File: config.mk
export PLATFORM = sky130hd
export DESIGN_NAME = planar_to_chunky_run_extractor
export DESIGN_NICKNAME = d
export VERILOG_FILES = /design/src/hdl/p2c_pkg.sv /design/src/hdl/p2c_row_store.sv /design/src/hdl/p2c_run_walker.sv /design/src/hdl/planar_to_chunky_run_extractor.sv
export SDC_FILE = /design/constraint.sdc
export NUM_CORES = 1
export LEC_CHECK = 0
export BUFFER_PORTS_ARGS = -buffer_cell sky130_fd_sc_hd__buf_2
export CORE_MARGIN = 3
export CORE_UTILIZATION = 30
export DETAILED_ROUTE_END_ITERATION = 12
export GPL_ROUTABILITY_DRIVEN = 1
export GPL_TIMING_DRIVEN = 0
export HOLD_SLACK_MARGIN = 0.15
export PLACE_DENSITY_LB_ADDON = 0.25
export SYNTH_ARGS = -nofsm -noshare
export SYNTH_HDL_FRONTEND = slang
export SYNTH_SLANG_ARGS = --single-unit
File: constraint.sdc
create_clock -name clk -period 8.9 [get_ports clk]
set_clock_uncertainty 0.1 [all_clocks]
set_input_delay 0.89 -clock clk [delete_from_list [all_inputs] [get_ports clk]]
set_output_delay 0.89 -clock clk [all_outputs]
set_load 0.005 [all_outputs]
File: src/hdl/p2c_pkg.sv
// Shared types and constants of the planar-to-chunky run extractor.
package p2c_pkg;

  // Stream and pixel geometry
  localparam int BYTE_W       = 8;
  localparam int PIX_PER_BYTE = 8;
  localparam int PIX_CNT_W    = 4;   // holds 0..8
  localparam int POS_W        = 3;   // pixel position inside a byte
  localparam int IDX_W        = 13;  // byte index inside a plane row
  localparam int ROW_BYTES_W  = 14;  // padded plane row length in bytes

  // Configuration port
  localparam int CFG_INDEX_W = 3;
  localparam int CFG_DATA_W  = 16;
  localparam int CLIP_W      = 9;

  typedef enum logic [CFG_INDEX_W-1:0] {
    REG_IMAGE_WIDTH  = 3'd0,
    REG_IMAGE_HEIGHT = 3'd1,
    REG_CLIP_WIDTH   = 3'd2,
    REG_CLIP_HEIGHT  = 3'd3,
    REG_ORIGIN_X     = 3'd4,
    REG_ORIGIN_Y     = 3'd5
  } cfg_reg_t;

  localparam logic [CFG_DATA_W-1:0] IMAGE_WIDTH_RST  = 16'd170;
  localparam logic [CFG_DATA_W-1:0] IMAGE_HEIGHT_RST = 16'd28;
  localparam logic [CLIP_W-1:0]     CLIP_WIDTH_RST   = 9'd170;
  localparam logic [CFG_DATA_W-1:0] CLIP_HEIGHT_RST  = 16'd28;
  localparam logic [CFG_DATA_W-1:0] ORIGIN_X_RST     = 16'd0;
  localparam logic [CFG_DATA_W-1:0] ORIGIN_Y_RST     = 16'd0;

  // Result item layout in out_tdata
  localparam int ROW_W           = 16;
  localparam int RUN_Y_W         = 18;
  localparam int RUN_X_W         = 17;
  localparam int COLOR_W         = 3;
  localparam int OUT_DATA_W      = 56;
  localparam int RUN_Y_LSB       = 0;
  localparam int RUN_X_FIRST_LSB = 18;
  localparam int RUN_X_FINAL_LSB = 35;
  localparam int COLOR_LSB       = 52;

  // Control that travels with a decoded top-plane byte
  typedef struct packed {
    logic                 start_closed;  // a row ended since the previous drawn byte
    logic                 hits_end;      // this byte holds the last drawn column
    logic [PIX_CNT_W-1:0] end_cnt;       // drawn pixels in this byte, 1..8
  } run_ctl_t;

endpackage

File: src/hdl/p2c_row_store.sv
// Row store: lower-plane bytes of the current row, one byte lane per plane.
module p2c_row_store #(
  parameter int DEPTH = 32,
  parameter int LANES = 2,
  localparam int ADDR_W = (DEPTH > 1) ? $clog2(DEPTH) : 1,
  localparam int LSEL_W = (LANES > 1) ? $clog2(LANES) : 1
) (
  input  logic                                  clk,
  input  logic                                  wr_en,
  input  logic [ADDR_W-1:0]                     wr_addr,
  input  logic [LSEL_W-1:0]                     wr_lane,
  input  logic [p2c_pkg::BYTE_W-1:0]            wr_byte,
  input  logic                                  rd_en,
  input  logic [ADDR_W-1:0]                     rd_addr,
  output logic [LANES*p2c_pkg::BYTE_W-1:0]      rd_data
);
  import p2c_pkg::*;

  logic [LANES*BYTE_W-1:0] mem [DEPTH];

  // Byte-lane write: a plane only touches its own lane of the entry
  always_ff @(posedge clk) begin
    if (wr_en) begin
      mem[wr_addr][int'(wr_lane)*BYTE_W +: BYTE_W] <= wr_byte;
    end
  end

  // Registered read; the data holds until the next read
  always_ff @(posedge clk) begin
    if (rd_en) begin
      rd_data <= mem[rd_addr];
    end
  end

endmodule

File: src/hdl/p2c_run_walker.sv
// Run walker: merges decoded pixels into runs, one closed run per cycle while the output is free.
module p2c_run_walker #(
  parameter int PLANE_COUNT = 3,
  parameter int XW = 9
) (
  input  logic                                            clk,
  input  logic                                            rst_n,
  // decoded byte from the staging stage
  input  logic                                            ld_valid,
  output logic                                            ld_ready,
  input  logic [p2c_pkg::PIX_PER_BYTE-1:0][PLANE_COUNT-1:0] ld_pix,
  input  logic [XW-1:0]                                   ld_base,
  input  logic [p2c_pkg::ROW_W-1:0]                       ld_row,
  input  p2c_pkg::run_ctl_t                               ld_ctl,
  // placement
  input  logic [p2c_pkg::CFG_DATA_W-1:0]                  origin_x,
  input  logic [p2c_pkg::CFG_DATA_W-1:0]                  origin_y,
  // result channel
  output logic                                            out_tvalid,
  input  logic                                            out_tready,
  output logic [p2c_pkg::OUT_DATA_W-1:0]                  out_tdata,
  output logic                                            out_tlast
);
  import p2c_pkg::*;

  typedef logic [PIX_PER_BYTE-1:0][PLANE_COUNT-1:0] pix_t;
  typedef logic [PLANE_COUNT-1:0] col_t;

  // First position after 'from' whose color differs from col, else lim
  function automatic logic [PIX_CNT_W-1:0] next_change(input pix_t pix,
                                                      input logic [POS_W-1:0] from,
                                                      input col_t col,
                                                      input logic [PIX_CNT_W-1:0] lim);
    logic [PIX_CNT_W-1:0] j;
    j = lim;
    for (int k = PIX_PER_BYTE - 1; k >= 1; k--) begin
      if ((PIX_CNT_W'(k) > {1'b0, from}) && (PIX_CNT_W'(k) < lim) && (pix[k] != col)) begin
        j = PIX_CNT_W'(k);
      end
    end
    return j;
  endfunction

  // Byte being walked
  logic                 wk_valid_r, wk_valid_nxt;
  pix_t                 pix_r;
  logic [XW-1:0]        base_r;
  logic [ROW_W-1:0]     row_r;
  logic [PIX_CNT_W-1:0] end_r;
  logic                 hits_r;
  logic [POS_W-1:0]     pos_r;

  // Open run
  logic                 run_open_r, run_open_nxt;
  logic [XW-1:0]        run_first_r;
  col_t                 run_col_r;

  // Output register
  logic                  out_valid_r;
  logic [OUT_DATA_W-1:0] out_data_r;
  logic                  out_last_r;

  // Step decode
  col_t                 col_p, col_j;
  logic                 case_a;
  logic [PIX_CNT_W-1:0] j, j2;
  logic                 j_lt, j2_lt;
  logic [XW-1:0]        pos_x, j_x, end_x;
  logic                 emit, elast, done;
  logic [XW-1:0]        efirst, efinal;
  col_t                 ecol;
  logic [XW-1:0]        nfirst;
  col_t                 ncol;
  logic                 nopen;
  logic [POS_W-1:0]     npos;
  logic                 out_free, step, load;
  logic [RUN_Y_W-1:0]   y_val;
  logic [RUN_X_W-1:0]   xf_val, xl_val;

  assign col_p  = pix_r[pos_r];
  assign case_a = run_open_r && (col_p != run_col_r);
  assign j      = next_change(pix_r, pos_r, col_p, end_r);
  assign j_lt   = j < end_r;
  assign col_j  = pix_r[j[POS_W-1:0]];
  assign j2     = next_change(pix_r, j[POS_W-1:0], col_j, end_r);
  assign j2_lt  = j2 < end_r;
  assign pos_x  = base_r + XW'(pos_r);
  assign j_x    = base_r + XW'(j);
  assign end_x  = base_r + XW'(end_r);

  // One walk step: close a run at a color change or at the drawn edge
  always_comb begin
    emit   = 1'b0;
    elast  = 1'b0;
    done   = 1'b0;
    efirst = run_first_r;
    efinal = pos_x;
    ecol   = run_col_r;
    nfirst = run_first_r;
    ncol   = run_col_r;
    nopen  = run_open_r;
    npos   = pos_r;
    if (case_a) begin
      // run from the previous byte ends just before this byte
      emit   = 1'b1;
      efinal = pos_x - XW'(1);
      elast  = !(hits_r || j_lt);
      nfirst = pos_x;
      ncol   = col_p;
      nopen  = 1'b1;
    end else begin
      efirst = run_open_r ? run_first_r : pos_x;
      ecol   = col_p;
      if (j_lt) begin
        emit   = 1'b1;
        efinal = j_x - XW'(1);
        elast  = !(hits_r || j2_lt);
        nfirst = j_x;
        ncol   = col_j;
        nopen  = 1'b1;
        npos   = j[POS_W-1:0];
      end else begin
        // rest of the byte is one color
        emit   = hits_r;
        efinal = end_x - XW'(1);
        elast  = 1'b1;
        nfirst = efirst;
        ncol   = col_p;
        nopen  = !hits_r;
        done   = 1'b1;
      end
    end
  end

  assign out_free = !out_valid_r || out_tready;
  assign step     = wk_valid_r && (!emit || out_free);
  assign ld_ready = !wk_valid_r || (step && done);
  assign load     = ld_valid && ld_ready;

  always_comb begin
    wk_valid_nxt = wk_valid_r;
    if (load) begin
      wk_valid_nxt = 1'b1;
    end else if (step && done) begin
      wk_valid_nxt = 1'b0;
    end
  end

  // A finished row drops its open run before the next drawn byte
  always_comb begin
    run_open_nxt = step ? nopen : run_open_r;
    if (load && ld_ctl.start_closed) begin
      run_open_nxt = 1'b0;
    end
  end

  always_ff @(posedge clk) begin
    if (!rst_n) begin
      wk_valid_r <= 1'b0;
      run_open_r <= 1'b0;
    end else begin
      wk_valid_r <= wk_valid_nxt;
      run_open_r <= run_open_nxt;
    end
  end

  always_ff @(posedge clk) begin
    if (step) begin
      run_first_r <= nfirst;
      run_col_r   <= ncol;
    end
    if (load) begin
      pix_r  <= ld_pix;
      base_r <= ld_base;
      row_r  <= ld_row;
      end_r  <= ld_ctl.end_cnt;
      hits_r <= ld_ctl.hits_end;
      pos_r  <= '0;
    end else if (step && !done) begin
      pos_r <= npos;
    end
  end

  // Absolute coordinates
  assign y_val  = {{2{origin_y[CFG_DATA_W-1]}}, origin_y} + {2'b00, row_r};
  assign xf_val = {origin_x[CFG_DATA_W-1], origin_x} + RUN_X_W'(efirst);
  assign xl_val = {origin_x[CFG_DATA_W-1], origin_x} + RUN_X_W'(efinal);

  // Output register decouples the walker from the sink
  always_ff @(posedge clk) begin
    if (!rst_n) begin
      out_valid_r <= 1'b0;
    end else if (step && emit) begin
      out_valid_r <= 1'b1;
    end else if (out_tready) begin
      out_valid_r <= 1'b0;
    end
  end

  always_ff @(posedge clk) begin
    if (step && emit) begin
      out_data_r <= {1'b0, COLOR_W'(ecol), xl_val, xf_val, y_val};
      out_last_r <= elast;
    end
  end

  assign out_tvalid = out_valid_r;
  assign out_tdata  = out_data_r;
  assign out_tlast  = out_last_r;

endmodule

File: src/hdl/planar_to_chunky_run_extractor.sv
// Top level: body byte intake, row store access and run output.
//
// Takes the body of an interleaved planar image one byte per transfer and
// returns horizontal color runs with absolute coordinates. Lower-plane bytes
// and bytes that are padded out or clipped never stall. A top-plane byte that
// lands in the drawn area is decoded against the row store (one synchronous
// read). It then holds the run walker until its walk steps have closed every
// run that it ends. The walker closes one run per cycle while the result
// channel accepts, which sets the throughput for busy images. A two-entry
// pipeline (staging register plus walker) lets new bytes flow in while
// earlier runs drain, so the input stalls only when a top-plane byte finds
// both occupied. The row store has no reset and needs no clearing pass; a
// pixel is only decoded after its lower-plane bytes of the same row were
// written. out_tlast marks the final run caused by one byte.
module planar_to_chunky_run_extractor #(
  parameter int MAX_CLIP_WIDTH = 256,
  parameter int PLANE_COUNT    = 3
) (
  input  logic                               clk,
  input  logic                               rst_n,
  // input channel
  input  logic                               in_tvalid,
  output logic                               in_tready,
  input  logic [p2c_pkg::BYTE_W-1:0]         in_tdata,   // [7:0] body_byte
  // result channel
  output logic                               out_tvalid,
  input  logic                               out_tready,
  output logic [p2c_pkg::OUT_DATA_W-1:0]     out_tdata,  // [17:0] run_y, [34:18] run_x_first,
                                                         // [51:35] run_x_final,
                                                         // [54:52] color_index, [55] zero
  output logic                               out_tlast,  // last_of_burst
  // configuration write port
  input  logic                               cfg_wr_en,
  input  logic [p2c_pkg::CFG_INDEX_W-1:0]    cfg_index,
  input  logic [p2c_pkg::CFG_DATA_W-1:0]     cfg_wdata
);
  import p2c_pkg::*;

  localparam int STORE_ROW = (MAX_CLIP_WIDTH + 7) / 8;
  localparam int ADDR_W    = (STORE_ROW > 1) ? $clog2(STORE_ROW) : 1;
  localparam int LANES     = (PLANE_COUNT > 1) ? PLANE_COUNT - 1 : 1;
  localparam int LSEL_W    = (LANES > 1) ? $clog2(LANES) : 1;
  localparam int PLANE_W   = (PLANE_COUNT > 1) ? $clog2(PLANE_COUNT) : 1;
  localparam int XW        = $clog2(MAX_CLIP_WIDTH) + 1;

  // Configuration registers
  logic [CFG_DATA_W-1:0] image_width_r, image_height_r, clip_height_r;
  logic [CLIP_W-1:0]     clip_width_r;
  logic [CFG_DATA_W-1:0] origin_x_r, origin_y_r;

  // Body position
  logic [IDX_W-1:0]   idx_r, idx_nxt;
  logic [PLANE_W-1:0] plane_r, plane_nxt;
  logic [ROW_W-1:0]   row_r, row_nxt;
  logic               pend_r, pend_nxt;
  logic               row_adv;

  // Staging register: drawn top-plane byte, already read from the store, waiting for the walker
  logic             s1_valid_r, s1_valid_nxt;
  logic [BYTE_W-1:0] s1_byte_r;
  logic [XW-1:0]    s1_base_r;
  logic [ROW_W-1:0] s1_row_r;
  run_ctl_t         s1_ctl_r;
  logic             s1_go;

  // Intake decode
  logic [CFG_DATA_W-1:0]  clip_w16, cw16, w16;
  logic [XW-1:0]          draw_w, base, rem;
  logic [CFG_DATA_W:0]    width_sum;
  logic [ROW_BYTES_W-1:0] pad_len, idx_inc;
  logic                   row_end, active, top_plane, idx_in, drawn, accept, wr_en;
  logic [ADDR_W-1:0]      idx_a;
  run_ctl_t               ctl_in;

  // Store and walker links
  logic [LANES*BYTE_W-1:0]                  rd_data;
  logic [PIX_PER_BYTE-1:0][PLANE_COUNT-1:0] pix;
  logic                                     ld_ready;

  // Configuration decode
  always_ff @(posedge clk) begin
    if (!rst_n) begin
      image_width_r  <= IMAGE_WIDTH_RST;
      image_height_r <= IMAGE_HEIGHT_RST;
      clip_width_r   <= CLIP_WIDTH_RST;
      clip_height_r  <= CLIP_HEIGHT_RST;
      origin_x_r     <= ORIGIN_X_RST;
      origin_y_r     <= ORIGIN_Y_RST;
    end else if (cfg_wr_en) begin
      unique case (cfg_reg_t'(cfg_index))
        REG_IMAGE_WIDTH:  image_width_r  <= cfg_wdata;
        REG_IMAGE_HEIGHT: image_height_r <= cfg_wdata;
        REG_CLIP_WIDTH:   clip_width_r   <= cfg_wdata[CLIP_W-1:0];
        REG_CLIP_HEIGHT:  clip_height_r  <= cfg_wdata;
        REG_ORIGIN_X:     origin_x_r     <= cfg_wdata;
        REG_ORIGIN_Y:     origin_y_r     <= cfg_wdata;
        default: ;
      endcase
    end
  end

  // Drawn width and padded plane row length
  assign clip_w16  = CFG_DATA_W'(clip_width_r);
  assign cw16      = (clip_w16 > CFG_DATA_W'(MAX_CLIP_WIDTH)) ? CFG_DATA_W'(MAX_CLIP_WIDTH)
                                                              : clip_w16;
  assign w16       = (image_width_r < cw16) ? image_width_r : cw16;
  assign draw_w    = w16[XW-1:0];
  assign width_sum = {1'b0, image_width_r} + 17'd15;
  assign pad_len   = {width_sum[CFG_DATA_W:4], 1'b0};
  assign idx_inc   = {1'b0, idx_r} + ROW_BYTES_W'(1);
  assign row_end   = idx_inc >= pad_len;

  // Classify the byte at the head of the input from position alone
  assign active    = row_r < image_height_r;
  assign top_plane = plane_r == PLANE_W'(PLANE_COUNT - 1);
  assign idx_in    = idx_r < IDX_W'(STORE_ROW);
  assign idx_a     = idx_r[ADDR_W-1:0];
  assign base      = XW'({idx_a, 3'b000});
  assign rem       = draw_w - base;
  assign drawn     = active && top_plane && (row_r < clip_height_r) && idx_in && (base < draw_w);

  assign ctl_in.start_closed = pend_r;
  assign ctl_in.hits_end     = rem <= XW'(8);
  assign ctl_in.end_cnt      = (rem >= XW'(8)) ? PIX_CNT_W'(8) : rem[PIX_CNT_W-1:0];

  assign s1_go     = s1_valid_r && ld_ready;
  assign in_tready = !drawn || !s1_valid_r || s1_go;
  assign accept    = in_tvalid && in_tready;
  assign wr_en     = accept && active && !top_plane && idx_in;

  // Position counters
  always_comb begin
    idx_nxt   = idx_r;
    plane_nxt = plane_r;
    row_nxt   = row_r;
    row_adv   = 1'b0;
    if (accept && active) begin
      if (row_end) begin
        idx_nxt = '0;
        if (top_plane) begin
          plane_nxt = '0;
          row_nxt   = row_r + ROW_W'(1);
          row_adv   = 1'b1;
        end else begin
          plane_nxt = plane_r + PLANE_W'(1);
        end
      end else begin
        idx_nxt = idx_inc[IDX_W-1:0];
      end
    end
  end

  // Row change pending until the next drawn byte takes it along
  always_comb begin
    pend_nxt = pend_r;
    if (row_adv) begin
      pend_nxt = 1'b1;
    end else if (accept && drawn) begin
      pend_nxt = 1'b0;
    end
  end

  always_comb begin
    s1_valid_nxt = s1_valid_r;
    if (accept && drawn) begin
      s1_valid_nxt = 1'b1;
    end else if (s1_go) begin
      s1_valid_nxt = 1'b0;
    end
  end

  always_ff @(posedge clk) begin
    if (!rst_n) begin
      idx_r      <= '0;
      plane_r    <= '0;
      row_r      <= '0;
      pend_r     <= 1'b0;
      s1_valid_r <= 1'b0;
    end else begin
      idx_r      <= idx_nxt;
      plane_r    <= plane_nxt;
      row_r      <= row_nxt;
      pend_r     <= pend_nxt;
      s1_valid_r <= s1_valid_nxt;
    end
  end

  always_ff @(posedge clk) begin
    if (accept && drawn) begin
      s1_byte_r <= in_tdata;
      s1_base_r <= base;
      s1_row_r  <= row_r;
      s1_ctl_r  <= ctl_in;
    end
  end

  // Lower planes write their lane; a top-plane byte reads the whole entry.
  // Writes and reads come from different transfers, so they never collide.
  p2c_row_store #(
    .DEPTH (STORE_ROW),
    .LANES (LANES)
  ) u_store (
    .clk     (clk),
    .wr_en   (wr_en),
    .wr_addr (idx_a),
    .wr_lane (plane_r[LSEL_W-1:0]),
    .wr_byte (in_tdata),
    .rd_en   (accept && drawn),
    .rd_addr (idx_a),
    .rd_data (rd_data)
  );

  // Pixel colors, msb leftmost; plane n gives color bit n
  always_comb begin
    for (int k = 0; k < PIX_PER_BYTE; k++) begin
      pix[k][PLANE_COUNT-1] = s1_byte_r[PIX_PER_BYTE-1-k];
      for (int p = 0; p < PLANE_COUNT - 1; p++) begin
        pix[k][p] = rd_data[p*BYTE_W + PIX_PER_BYTE - 1 - k];
      end
    end
  end

  p2c_run_walker #(
    .PLANE_COUNT (PLANE_COUNT),
    .XW          (XW)
  ) u_walker (
    .clk        (clk),
    .rst_n      (rst_n),
    .ld_valid   (s1_valid_r),
    .ld_ready   (ld_ready),
    .ld_pix     (pix),
    .ld_base    (s1_base_r),
    .ld_row     (s1_row_r),
    .ld_ctl     (s1_ctl_r),
    .origin_x   (origin_x_r),
    .origin_y   (origin_y_r),
    .out_tvalid (out_tvalid),
    .out_tready (out_tready),
    .out_tdata  (out_tdata),
    .out_tlast  (out_tlast)
  );

endmodule

* Word level (Yosys, flattened, before mapping) *
Memory sizes are Yosys's and may differ from the RTL's. A register that Yosys moved wholly into a read port is not among the register bits.
Index checks and enable logic that the tools add are counted.

operators by class
  add/sub/neg operators = 15
  equality and inequality tests = 21
  reduce and logical (&&, ||, !) cells = 76
  shift operators = 2
  bitwise operators = 2
  multiplexer cells = 52
  order comparisons = 34

operator list
  operator                   number
  $mux W9                    8
  $mux W4                    14
  $ne A3 B3 Y1               15
  $logic_and A1 B1 Y1        44
  $add A16 B10 Y17           2
  $neg A4 Y33                1
  $shift A8 B33 Y16 const A  1
  $shiftx A8 B33 Y16         1
  $lt A16 B16 Y1             2
  $sub A9 B1 Y9 const B      3
  $gt A3 B3 Y1 const A       8
  $mux W1                    20
  $add A16 B17 Y18           1
  $add A8 B4 Y9              2
  $bmux W3 S3                2
  $add A16 B4 Y17 const B    1
  $add A16 B1 Y16 const B    1
  $lt A16 B9 Y1              1
  $lt A3 B4 Y1 const A       4
  $mux W16                   1
  $mux W3                    5
  $add A13 B1 Y14 const B    1
  $ge A14 B14 Y1             1
  $reduce_and A2 Y1          7
  27 further kinds           56

word-level totals
  input port bits = 32
  register bits after elaboration = 281
  memory bits (writable) = 512
  memories = 1

memory list
  name         words  width  read ports  clocked after Yosys merged registers in  wr ports  RTL line             text
  u_store.mem  32     16     1           1                                        1         p2c_row_store.sv:19  logic [LANES*BYTE_W-1:0] mem [DEPTH];

* Longest topological paths before layout *
Gate-level depths: netlist of the first run.

  depth in word-level cells = 27
  gate-level depth with buffers = 35
  depth with buffers taken out = 29

* By module *
A second synthesis of the first run with hierarchy kept.

unflattened totals
  cell total of the unflattened synthesis = 2978
  area, all modules = 38026.5 um2

modules (own cells, without submodules)
  module                          instances  cells each  seq. area each (um2)  area an instance (um2)
  p2c_row_store                   1          1206        15855.2               20973.9
  p2c_run_walker                  1          847         3783.6                9098.7
  planar_to_chunky_run_extractor  1          925         3493.4                7953.9

* Worst setup path after synthesis of the first run *
OpenSTA, ideal clock, no wires.

  kind = register to register
  start point = reg clip_width_r[8]
  end point = reg s1_base_r[3], enable pin
  arrival = 6197 ps
  library setup time = 464 ps
  clock period less this slack = 6761 ps
  stages on the path, launching flop included = 25
  path slack = 2139 ps
  cell sequence = dfxtp_1 inv_1 clkbuf_1 nand2_1 ha_1 a21o_1 a21o_1 a21o_1 a21o_1 a21o_1 a21o_1 a21o_1 a21oi_1 a21oi_1 ha_1 inv_1 fa_1 and2_1 o21ai_0 a21oi_1 nor2_1 a21o_1 a21oi_1 o211ai_1 nor2_1

on the way
  word-level cells in the longest chain between the ends = 11

ends and longest elaborated chain
  element                          RTL line                               text
  start, declared                  planar_to_chunky_run_extractor.sv:48   logic [CLIP_W-1:0] clip_width_r;
  start signal, assigned           planar_to_chunky_run_extractor.sv:93   REG_CLIP_WIDTH: clip_width_r <= cfg_wdata[CLIP_W-1:0];
  $gt A9 B9 Y1                     planar_to_chunky_run_extractor.sv:104  assign cw16 = (clip_w16 > CFG_DATA_W'(MAX_CLIP_WIDTH)) ? CFG_DATA_W'(MAX_CLIP_WIDTH)
  $mux W9 *                        planar_to_chunky_run_extractor.sv:104
  $lt A16 B9 Y1                    planar_to_chunky_run_extractor.sv:106  assign w16 = (image_width_r < cw16) ? image_width_r : cw16;
  $mux W9 *                        planar_to_chunky_run_extractor.sv:106
  $lt A8 B9 Y1 *                   planar_to_chunky_run_extractor.sv:120  assign drawn = active && top_plane && (row_r < clip_height_r) && idx_in && (base < draw_w);
  $logic_and A1 B1 Y1 *            planar_to_chunky_run_extractor.sv:120
  $logic_not A1 Y1                 planar_to_chunky_run_extractor.sv:127  assign in_tready = !drawn || !s1_valid_r || s1_go;
  $logic_or A1 B1 Y1 (2 in a row)  planar_to_chunky_run_extractor.sv:127
  $logic_and A1 B1 Y1              planar_to_chunky_run_extractor.sv:128  assign accept = in_tvalid && in_tready;
  $logic_and A1 B1 Y1 *            planar_to_chunky_run_extractor.sv:189  if (accept && drawn) begin
  end signal, assigned             planar_to_chunky_run_extractor.sv:191  s1_base_r <= base;
  end, declared                    planar_to_chunky_run_extractor.sv:61   logic [XW-1:0] s1_base_r;

Mark *: on every way between the ends. The rest lies on a longest branch, timed or not.
A chain may end at the register's enable or synchronous reset.

* Final worst setup path of the first run *
  start point = reg u_walker.pos_r[2]
  end point = reg u_walker.out_data_r[50], in the netlist u_walker.out_tdata[50] (data pin)

on the way
  word-level cells in the longest chain between the ends = 16
  elaborated cells on any way between the ends = 47
  classes of those cells = 5 x add/sub; 8 x order compare; 8 x eq/ne; 11 x mux; 15 x reduce/logical

ends and longest elaborated chain
  element                        RTL line               text
  start, declared                p2c_run_walker.sv:51   logic [POS_W-1:0] pos_r;
  start signal, assigned         p2c_run_walker.sv:180  pos_r <= npos;
  $bmux W3 S3                    p2c_run_walker.sv:80   assign col_p = pix_r[pos_r];
  $mux W3 (not written as such)  p2c_run_walker.sv:80
  $ne A3 B3 Y1                   p2c_run_walker.sv:37   if ((PIX_CNT_W'(k) > {1'b0, from}) && (PIX_CNT_W'(k) < lim) && (pix[k] != col)) begin
  $logic_and A1 B1 Y1            p2c_run_walker.sv:37
  $mux W4 (6 in a row)           p2c_run_walker.sv:37
  $mux W4 *                      p2c_run_walker.sv:37
  named net u_walker.j[1]        p2c_run_walker.sv:66   logic [PIX_CNT_W-1:0] j, j2;
  $add A8 B4 Y9                  p2c_run_walker.sv:88   assign j_x = base_r + XW'(j);
  $sub A9 B1 Y9                  p2c_run_walker.sv:116  efinal = j_x - XW'(1);
  $mux W9 *                      p2c_run_walker.sv:114  if (j_lt) begin
  $mux W9 *                      p2c_run_walker.sv:103  if (case_a) begin
  $add A16 B10 Y17 *             p2c_run_walker.sv:187  assign xl_val = {origin_x[CFG_DATA_W-1], origin_x} + RUN_X_W'(efinal);
  named net u_walker.xl_val[15]  p2c_run_walker.sv:78   logic [RUN_X_W-1:0] xf_val, xl_val;
  end signal, assigned           p2c_run_walker.sv:202  out_data_r <= {1'b0, COLOR_W'(ecol), xl_val, xf_val, y_val};
  end, declared                  p2c_run_walker.sv:60   logic [OUT_DATA_W-1:0] out_data_r;

Mark *: on every way through the listed nets, which the timed path passes. The rest lies on a longest branch. The select of a mux whose other input is x is not followed.

==> run metrics, run 1 <==
synth unique cells=83; Overall Power=0.00820 W; final setup fails=0; fin util=0.350; RSZ-0062 raised after global routing=no; CTS sink cnt=809; status=completed; Syn-to-layout area delta=15.3%; Post-Route WL=just over 90000 µm; ys flop type=edfxtp_1; EDFF count, synth=681; nets=2914; FMAX=approximately 120 MHz; slowest CP cell=o31ai_1; Fin. Hold Viols=0; Die Wd=around 350 µm; clock-pin slew on the worst setup and hold paths=60 ps; post-detail-place hpwl=between 60000 and 70000 µm; CP Max Fanout=10; DR pass1 iterations=5; post-synthesis mux area share=0.106; Post-CTS Hold Buffers=0; FF-to-FF Start=u_walker.pos_r[2]; Synth Instances=2561; Tightest Pin Transition=1300 ps; Max-Slew Margin vs Limit=0.130; combinational family with the most area after synthesis=multiplexers; Hold Path Stages=0; Root Driver=clkbuf_16; YS warnings=0; Bufs on Longest Clock Path=3; die area=124000 µm²; H-Tree Depth=3; R2R Path End=u_walker.out_tdata[50]; TritonCTS clock tree=yes; Adder-Cell Fraction of Synth Area=0.0469; commonest cells after routing, fill and taps aside=edfxtp_1, nand2_1, a21oi_1; Leakage=13.8 nW; XOR/XNOR share of the synthesized area=0.0328; met3 WL=around 4800 µm; Tightest Hold Check Type=flip-flop to flip-flop; total CTS buffers=88; commonest non-fill, non-tap cell in the layout=edfxtp_1; Post-CTS Resized=0; routed vias/inst=roughly 4.8; Synth Area in Compound Gates=0.0725; DR top layer=met4; largest net degree at the start of global routing=35; max-slew violation count=0; vias in the first global route=21100; Vert. Die Dim=353 µm; Reg2Reg Depth=30; GRT overflow=0; core area=119000 µm²; Initial Util=0.304; ys async rst share=0; Critical Path End Type=flip-flop; # Post-CTS Setup Buffers=0; vias=21200; Crit path max-delay family=compound AO/OA/AOI/OAI gates; CP bufs+invs=5; layout cells sized above 1=0.142; Detail Route Antenna Nets=0; port bufs=88; Tmin final=8080 ps; site row count=126; initial antenna violation count=3; GRT Total Usage=0.147; R2R setup slack=820 ps; placed insts=4260; IO Pins=91; crit-path most repeated cell=a21oi_1; global placement routability congestion=0.834; Initial DRC Count=about 1700; non-filler cells, final=4421; VDD IR max=0.154 mV; crit path launch type=flip-flop; Residual DRC=0; Synth Cell Area=36100 µm²; Worst-Skew Late Latency=680 ps; Post-Synth Simple-Gate Area=0.0784; Power Dens Cells=197 nW/µm²; first-pass GRT wire length=140000 µm; met2 wire length=42000 µm; register area share after synthesis=0.638; worst setup path class=flip-flop to flip-flop; Avg WL per Cell=20.8 µm; worst stage delay on the critical path=~620 ps; Worst Hold End=u_walker.pix_r[2]; max_cap viols=0; Post-Syn Nets=2725; wl on met1=43400 µm; hold path start=s1_byte_r[7]; CP required=roughly 9000 ps; Yosys reg bits=809; Syn Area/Cell=~14 µm²; period utilization=0.908; CP Data Arrival Time=roughly 8400 ps
-- worst register-to-register path, delay by kind of cell, from the launching register on --
kind                     cells  cell delay, ps
multiplexers                 1             300
flip-flops                   1             470
XOR/XNOR                     2             180
buffers and inverters        5            1950
AND/OR/NAND/NOR              5             650
AO/OA/AOI/OAI               15            3530
adder cells (fa/ha/maj)      2             630
-- cell usage after synthesis, types with 7 or more instances --
library cell  number  area [µm²]
a211oi_1          11        82.6
a21o_1            45         338
a21oi_1          176         881
and2_1            18         113
and3_1            13        81.3
buf_1             23        86.3
clkbuf_1          84         315
dfxtp_1          128        2560
edfxtp_1         681       20400
ha_1             127        1590
inv_1            114         428
mux2i_1           66         661
mux4_2           139        3130
nand2_1          283        1060
nand2b_1          11        68.8
nand3_1           33         165
nand4_1           18         113
nor2_1           166         623
nor2b_1           22         138
nor3_1            19        95.1
nor3b_1           13        97.6
o211ai_1          16         120
o21a_1             8        60.1
o21ai_0           65         325
o21bai_1           7        52.6
o221ai_1          10        87.6
o22a_1            12         105
or3_1             13        81.3
xnor2_1           93         815
xor2_1            42         368
-- final cells by class --
type,instances,area (µm²)
well taps,1600,2000
fillers,11500,77200
flip-flops and latches,809,23000
inverters,119,452
diodes,3,7.51
clock inverters,37,424
multi-input cells,1517,12200
plain buffers,116,462
clock buffers,121,2370
repair buffers,99,658
-- worst max-delay path by stage --
stage,start,cells past startpoint,end,slack (ps)
global placement,u_walker.pos_r[2],17,u_walker.run_open_r,-140
CTS,u_walker.pos_r[0],32,u_walker.out_tdata[50],750
detailed placement,u_walker.pos_r[0],32,u_walker.out_tdata[50],790
global route,u_walker.pos_r[2],30,u_walker.out_tdata[50],130
floorplan,clip_width_r[8],24,s1_base_r[3],2140
finish,u_walker.pos_r[2],30,u_walker.out_tdata[50],820
-- registers in the layout, indices dropped and copies added, names as in the netlist, 13 cells and up --
name	flops
image_width_r	16
u_walker.pix_r	24
image_height_r	16
u_store.mem	512
row_r	16
origin_x_r	16
u_walker.row_r	16
idx_r	13
origin_y_r	16
clip_height_r	16
u_walker.out_tdata	55
s1_row_r	16
u_store.rd_data	16
-- cell families after synthesis --
logic type,Yosys count
other cells,1
buf+inv,235
mux,207
fa+ha+maj,132
simple gates,632
xor+xnor,135
flops,809
compound gates,410
-- power by group --
part / internal, W / total [W] / switching, W / leakage, nW
clock network: 0.00202 / 0.00355 / 0.00153 / 1.34
logic: 0.000209 / 0.000547 / 0.000338 / 5.60
registers: 0.00410 / 0.00411 / 0.0000109 / 6.82
-- layer usage --
| layer | vias to the layer above | GRT usage |
|---|---|---|
| met5 | - | 0 |
| met4 | 0 | 0.0392 |
| met3 | 131 | 0.0247 |
| met2 | 538 | 0.230 |
| met1 | 10500 | 0.212 |
| li1 | 9966 | - |
-- through the flow --
stage | hold WS (ps) | instance area (µm²) | setup WS, ps | TNS (ps)
after floorplan | 300 | 36100 | 2140 | 0
after global routing | 306 | 41600 | 129 | 0
after global placement | 301 | 38500 | -142 | -2080
final | 282 | 41600 | 823 | 0
after CTS | 281 | 41500 | 753 | 0
after detailed placement | 305 | 38800 | 789 | 0
Note: power is estimated with default switching activity, not from simulation.
==> inputs of run 2 (changes only) <==
--- a/config.mk
+++ b/config.mk
@@ -13,6 +13,7 @@
 export GPL_TIMING_DRIVEN = 0
 export HOLD_SLACK_MARGIN = 0.15
 export PLACE_DENSITY_LB_ADDON = 0.25
+export RECOVER_POWER = 50
 export SYNTH_ARGS = -nofsm -noshare
 export SYNTH_HDL_FRONTEND = slang
 export SYNTH_SLANG_ARGS = --single-unit
==> run 2 against run 1 <==
Net effect: the flow now finishes with violations (max-capacitance violations, max-slew violations); cell count stayed put; sequential power about the same; clock-buffer cell count did not move; hold slack got worse by 1.3 ps; sequential cell count stayed put; design area is 0.47% lower; sequential share of layout area up 0.26 points; critical path type unchanged.
==> run metrics, run 2 (synthesis results as in run 1) <==
status=complete, but fails checks; violated checks=max-capacitance violations, max-slew violations; CP Data Arrival Time=between 8000 and 9000 ps; IO Pins=91; nets=2914; CP bufs+invs=5; die area=about 120000 µm²; hold path start=s1_byte_r[7]; Power Dens Cells=between 150 and 200 nW/µm²; CP startpoint=u_walker.pos_r[2]; core area=119000 µm²; VDD IR max=0.154 mV; TritonCTS clock tree=yes; Post-CTS Hold Buffers=0; Largest register FFs=~500; largest net degree at the start of global routing=35; worst setup path class=flip-flop to flip-flop; CP required=9180 ps; Reg2Reg Depth=30; period utilization=0.909; Initial Util=0.304; DR pass1 iterations=5; max-slew violation count=roughly 260; Avg WL per Cell=20.9 µm; crit path launch type=flip-flop; vias=approximately 21000; Detail Route Antenna Nets=0; Post-Route WL=92300 µm; Max-Slew Margin vs Limit=-0.205; GRT overflow=0; RSZ-0062 raised after global routing=no; hold slack=281 ps; FF-to-FF Start=u_walker.pos_r[2]; Hold Path Stages=0; Post-CTS Resized=0; Syn-to-layout area delta=14.7%; port bufs=88; GRT Total Usage=0.147; Crit path depth=30; Worst-Skew Late Latency=670 ps; slowest CP cell=o31ai_1; Residual DRC=0; FMAX=between 100 and 150 MHz; Fin. Hold Viols=0; routed vias/inst=between 4 and 5; global placement routability congestion=0.834; Die Wd=353 µm; Final TNS setup=0 ps; layout cells sized above 1=0.122; site row count=126; Bufs on Longest Clock Path=3; clock-pin slew on the worst setup and hold paths=60 ps; crit-path most repeated cell=a21oi_1; Root Driver=clkbuf_16; CP Max Fanout=10; Crit path max-delay family=compound AO/OA/AOI/OAI gates; Vert. Die Dim=353 µm; first-pass GRT wire length=roughly 140000 µm; post-route cell area=41400 µm²; Overall Power=between 0.008 and 0.009 W; initial antenna violation count=2; CTS sink cnt=809; most flop-heavy register=u_store.mem; Leakage=13.6 nW; post-detail-place hpwl=65100 µm; commonest non-fill, non-tap cell in the layout=edfxtp_1; # Post-CTS Setup Buffers=0; final setup fails=0; worst stage delay on the critical path=slightly above 600 ps; vias in the first global route=21100; Critical Path End Type=flip-flop; max_cap viols=8; placed inst area=between 30000 and 40000 µm²; Tmin final=just over 8000 ps; commonest cells after routing, fill and taps aside=edfxtp_1, nand2_1, a21oi_1; H-Tree Depth=3; fin util=0.348; Tightest Pin Transition=~1800 ps; total CTS buffers=88; Initial DRC Count=1679; Tightest Hold Check Type=flip-flop to flip-flop
[run 2: changes by cell type in the layout (fill, tap and decap cells not counted), sizes merged]
cell and delta:
clkbuf +49, buf -49
[run 2: area by class of cell]
| cell class | count | area (µm²) |
|---|---|---|
| buffer | 116 | 462 |
| clock buffer | 121 | 2370 |
| inverter | 119 | 452 |
| sequential | 809 | 23000 |
| clock inverter | 37 | 424 |
| fill | 11500 | 77400 |
| tap | 1600 | 2000 |
| multi-input combinational | 1517 | 12200 |
| timing repair buffer | 99 | 482 |
| antenna | 3 | 7.51 |
[run 2: through the flow]
step | instances | worst slack, ps
floorplan | 2561 | 2140
global placement | 4249 | -142
detailed placement | 4260 | 789
CTS | 4418 | 753
global route | 4420 | 129
finish | 4421 | 812
[run 2: path summary, 6_finish.rpt]
check	end	slack (ps)
hold reg to reg	u_walker.pix_r[2]	280
hold / removal	u_walker.pix_r[2]	280
setup reg to reg	u_walker.out_tdata[50]	810
setup / recovery	u_walker.out_tdata[50]	810
[run 2: per-layer routing]
metal / vias to the layer above / wire length (µm) / global-route usage
met5: - / 0 / 0
met4: 0 / 1900 / 0.0392
met3: 129 / 4540 / 0.0247
met2: 544 / 42200 / 0.230
met1: 10600 / 43700 / 0.212
li1: 9965 / - / -
[run 2: worst register-to-register path: cells and delay by family, from the launching register on]
kind	cells	cell delay [ps]
flip-flops	1	470
AND/OR/NAND/NOR	5	650
adder cells (fa/ha/maj)	2	630
AO/OA/AOI/OAI	15	3540
multiplexers	1	300
XOR/XNOR	2	180
buffers and inverters	5	1980
[run 2: where the power goes]
group	internal, W	switching [W]	total (W)	leakage [nW]
combinational	0.000201	0.000338	0.000539	5.41
clock	0.00202	0.00153	0.00355	1.34
sequential	0.00410	0.0000109	0.00411	6.82
total	0.00632	0.00187	0.00820	13.6
==> inputs of run 3 (changes only) <==
--- a/config.mk
+++ b/config.mk
@@ -14,6 +14,7 @@
 export HOLD_SLACK_MARGIN = 0.15
 export PLACE_DENSITY_LB_ADDON = 0.25
 export RECOVER_POWER = 50
+export REMOVE_ABC_BUFFERS = 1
 export SYNTH_ARGS = -nofsm -noshare
 export SYNTH_HDL_FRONTEND = slang
 export SYNTH_SLANG_ARGS = --single-unit
==> run 3 against run 2 <==
Net effect: the flow still finishes with violations (max-capacitance violations, max-slew violations); combinational power down 5.8%; sequential power about the same; critical path depth down 4; clock-buffer cell count down 2; fmax down 1.2%; design area down 0.75%; register-to-register slack worse by 100 ps; critical path type unchanged.
==> run metrics, run 3 (synthesis results as in run 1) <==
status=complete, but fails checks; die area=124000 µm²; GRT overflow=0; vias in the first global route=21100; Post-Route WL=87500 µm; port bufs=89; Vert. Die Dim=353 µm; Tightest Pin Transition=3170 ps; pre-CTS setup slack=-96.2 ps; core area=119000 µm²; Initial Util=0.304; worst setup path class=flip-flop to flip-flop; post-route setup slack=712 ps; CP Max Fanout=19; H-Tree Depth=3; most flop-heavy register=u_store.mem; nets=between 2000 and 3000; Avg WL per Cell=20.2 µm; Fin. Hold Viols=0; hold slack=just over 300 ps; Overall Power=roughly 0.008 W; Root Driver=clkbuf_16; Syn-to-layout area delta=13.9%; placed insts=4153; FMAX=122 MHz; IO Pins=91; initial antenna violation count=3; Detail Route Antenna Nets=0; violated checks=max-capacitance violations, max-slew violations; Worst-Skew Late Latency=680 ps; routed vias/inst=4.86; clock-pin slew on the worst setup and hold paths=60 ps; commonest non-fill, non-tap cell in the layout=edfxtp_1; max-slew violation count=between 300 and 400; Int Power=around 0.0063 W; max_cap viols=12; Bufs on Longest Clock Path=3; Seq pwr share=0.509; period utilization=0.920; Max-Slew Margin vs Limit=-1.11; final setup fails=0; Comb pwr share=0.063; Initial DRC Count=1468; Hold Path Stages=0; Post-CTS Hold Buffers=0; global placement routability congestion=0.845; Reg2Reg Depth=26; R2R Path End=u_walker.out_tdata[50]; non-filler cells, final=4321; total CTS buffers=88; Tmin final=8190 ps; largest net degree at the start of global routing=70; vias=about 21000; R2R setup slack=710 ps; hold path start=s1_row_r[14]; post-detail-place hpwl=58500 µm; Critical Path End Type=flip-flop; CP required=9210 ps; layout cells sized above 1=0.128; Residual DRC=0; DR pass1 iterations=6; Largest register FFs=512; Die Wd=around 350 µm; GRT Total Usage=0.138; FF-to-FF Start=u_walker.pos_r[0]; first-pass GRT wire length=132000 µm; Worst Hold End=u_walker.row_r[14]; sw power=0.00185 W; CTS sink cnt=809; fin util=0.346; VDD IR max=0.176 mV; Leakage=13.5 nW; commonest cells after routing, fill and taps aside=edfxtp_1, nand2_1, a21oi_1; Tightest Hold Check Type=flip-flop to flip-flop; Power Dens Cells=approximately 200 nW/µm²; Sw Ratio=0.228; site row count=126; RSZ-0062 raised after global routing=no; crit path launch type=flip-flop; clock share of power=0.429; CP Data Arrival Time=~8500 ps; ANT cells=0; TritonCTS clock tree=yes
run 3: cell count changes in the layout (fill, tap and decap cells not counted), moves of 4 or more:
| cell | before | now |
|---|---|---|
| buf_2 | 55 | 38 |
| buf_1 | 21 | 1 |
| clkbuf_1 | 163 | 90 |
| buf_16 | 0 | 4 |
| clkinv_2 | 9 | 18 |
run 3: worst max-delay path by stage:
stage	slack [ps]	from	endpoint	depth (start not counted)
2_1_floorplan	-990	idx_r[0]	row_r[10]	20
3_3_place_gp	-5280	idx_r[0]	row_r[8]	15
3_5_place_dp	-100	u_walker.pos_r[0]	u_store.mem[8][13]	19
4_1_cts	70	u_walker.pos_r[0]	u_store.mem[8][9]	18
5_1_grt	160	u_walker.pos_r[0]	u_walker.out_tdata[50]	26
6_report	710	u_walker.pos_r[0]	u_walker.out_tdata[50]	26
run 3: routing by layer:
metal,track usage,vias to the layer above,routed length [µm]
li1,-,9769,-
met1,0.188,10500,39100
met2,0.220,626,40500
met3,0.0319,125,5780
met4,0.0391,0,2020
met5,0,-,0
run 3: timing repair:
action / in CTS / in global routing
cloned: 0 / 1
buffers inserted: 0 / 5
resized for setup: 1 / 1
pin swaps: 0 / 2
setup endpoints to repair: 112 / 503
run 3: stage by stage:
stage	instance area, µm²	setup TNS (ps)
floorplan	35600	-430540
global placement	38000	-3209290
detailed placement	38500	-7040
CTS	41300	0
global route	41000	0
finish	41000	0
run 3: final cells by class:
type	instances	area, µm²
clock inverters	43	403
inverters	119	455
flip-flops and latches	809	23000
multi-input cells	1518	12200
fillers	11300	77700
clock buffers	119	2350
repair buffers	113	643
well taps	1600	2000
run 3: power by group through the flow:
stage,logic (W),registers [W],clock network [W]
floorplan,0.000344,0.00422,0
global placement,0.000483,0.00424,0
detailed placement,0.000512,0.00421,0
CTS,0.000516,0.00413,0.00357
global route,0.000557,0.00413,0.00371
finish,0.000508,0.00413,0.00348
run 3: worst max-delay path, cell delays in order (launching register included):
cell and delay, ps:
dfxtp_1 840, mux4_2 600, a21oi_2 600, xnor2_1 130, o31a_1 370, nor2b_1 430, nand2_1 170, o21ai_2 590
inv_2 260, ha_1 360, a21o_1 220, a21oi_4 490, mux2i_1 250, nor2_1 60, a21oi_1 370, ha_1 320
a21o_1 180, a21oi_1 220, o21bai_1 100, a21oi_1 220, o21bai_1 100, a21oi_1 240, o21bai_1 110, a21oi_1 290
nor2_1 110, nand3_1 120, xnor2_1 60
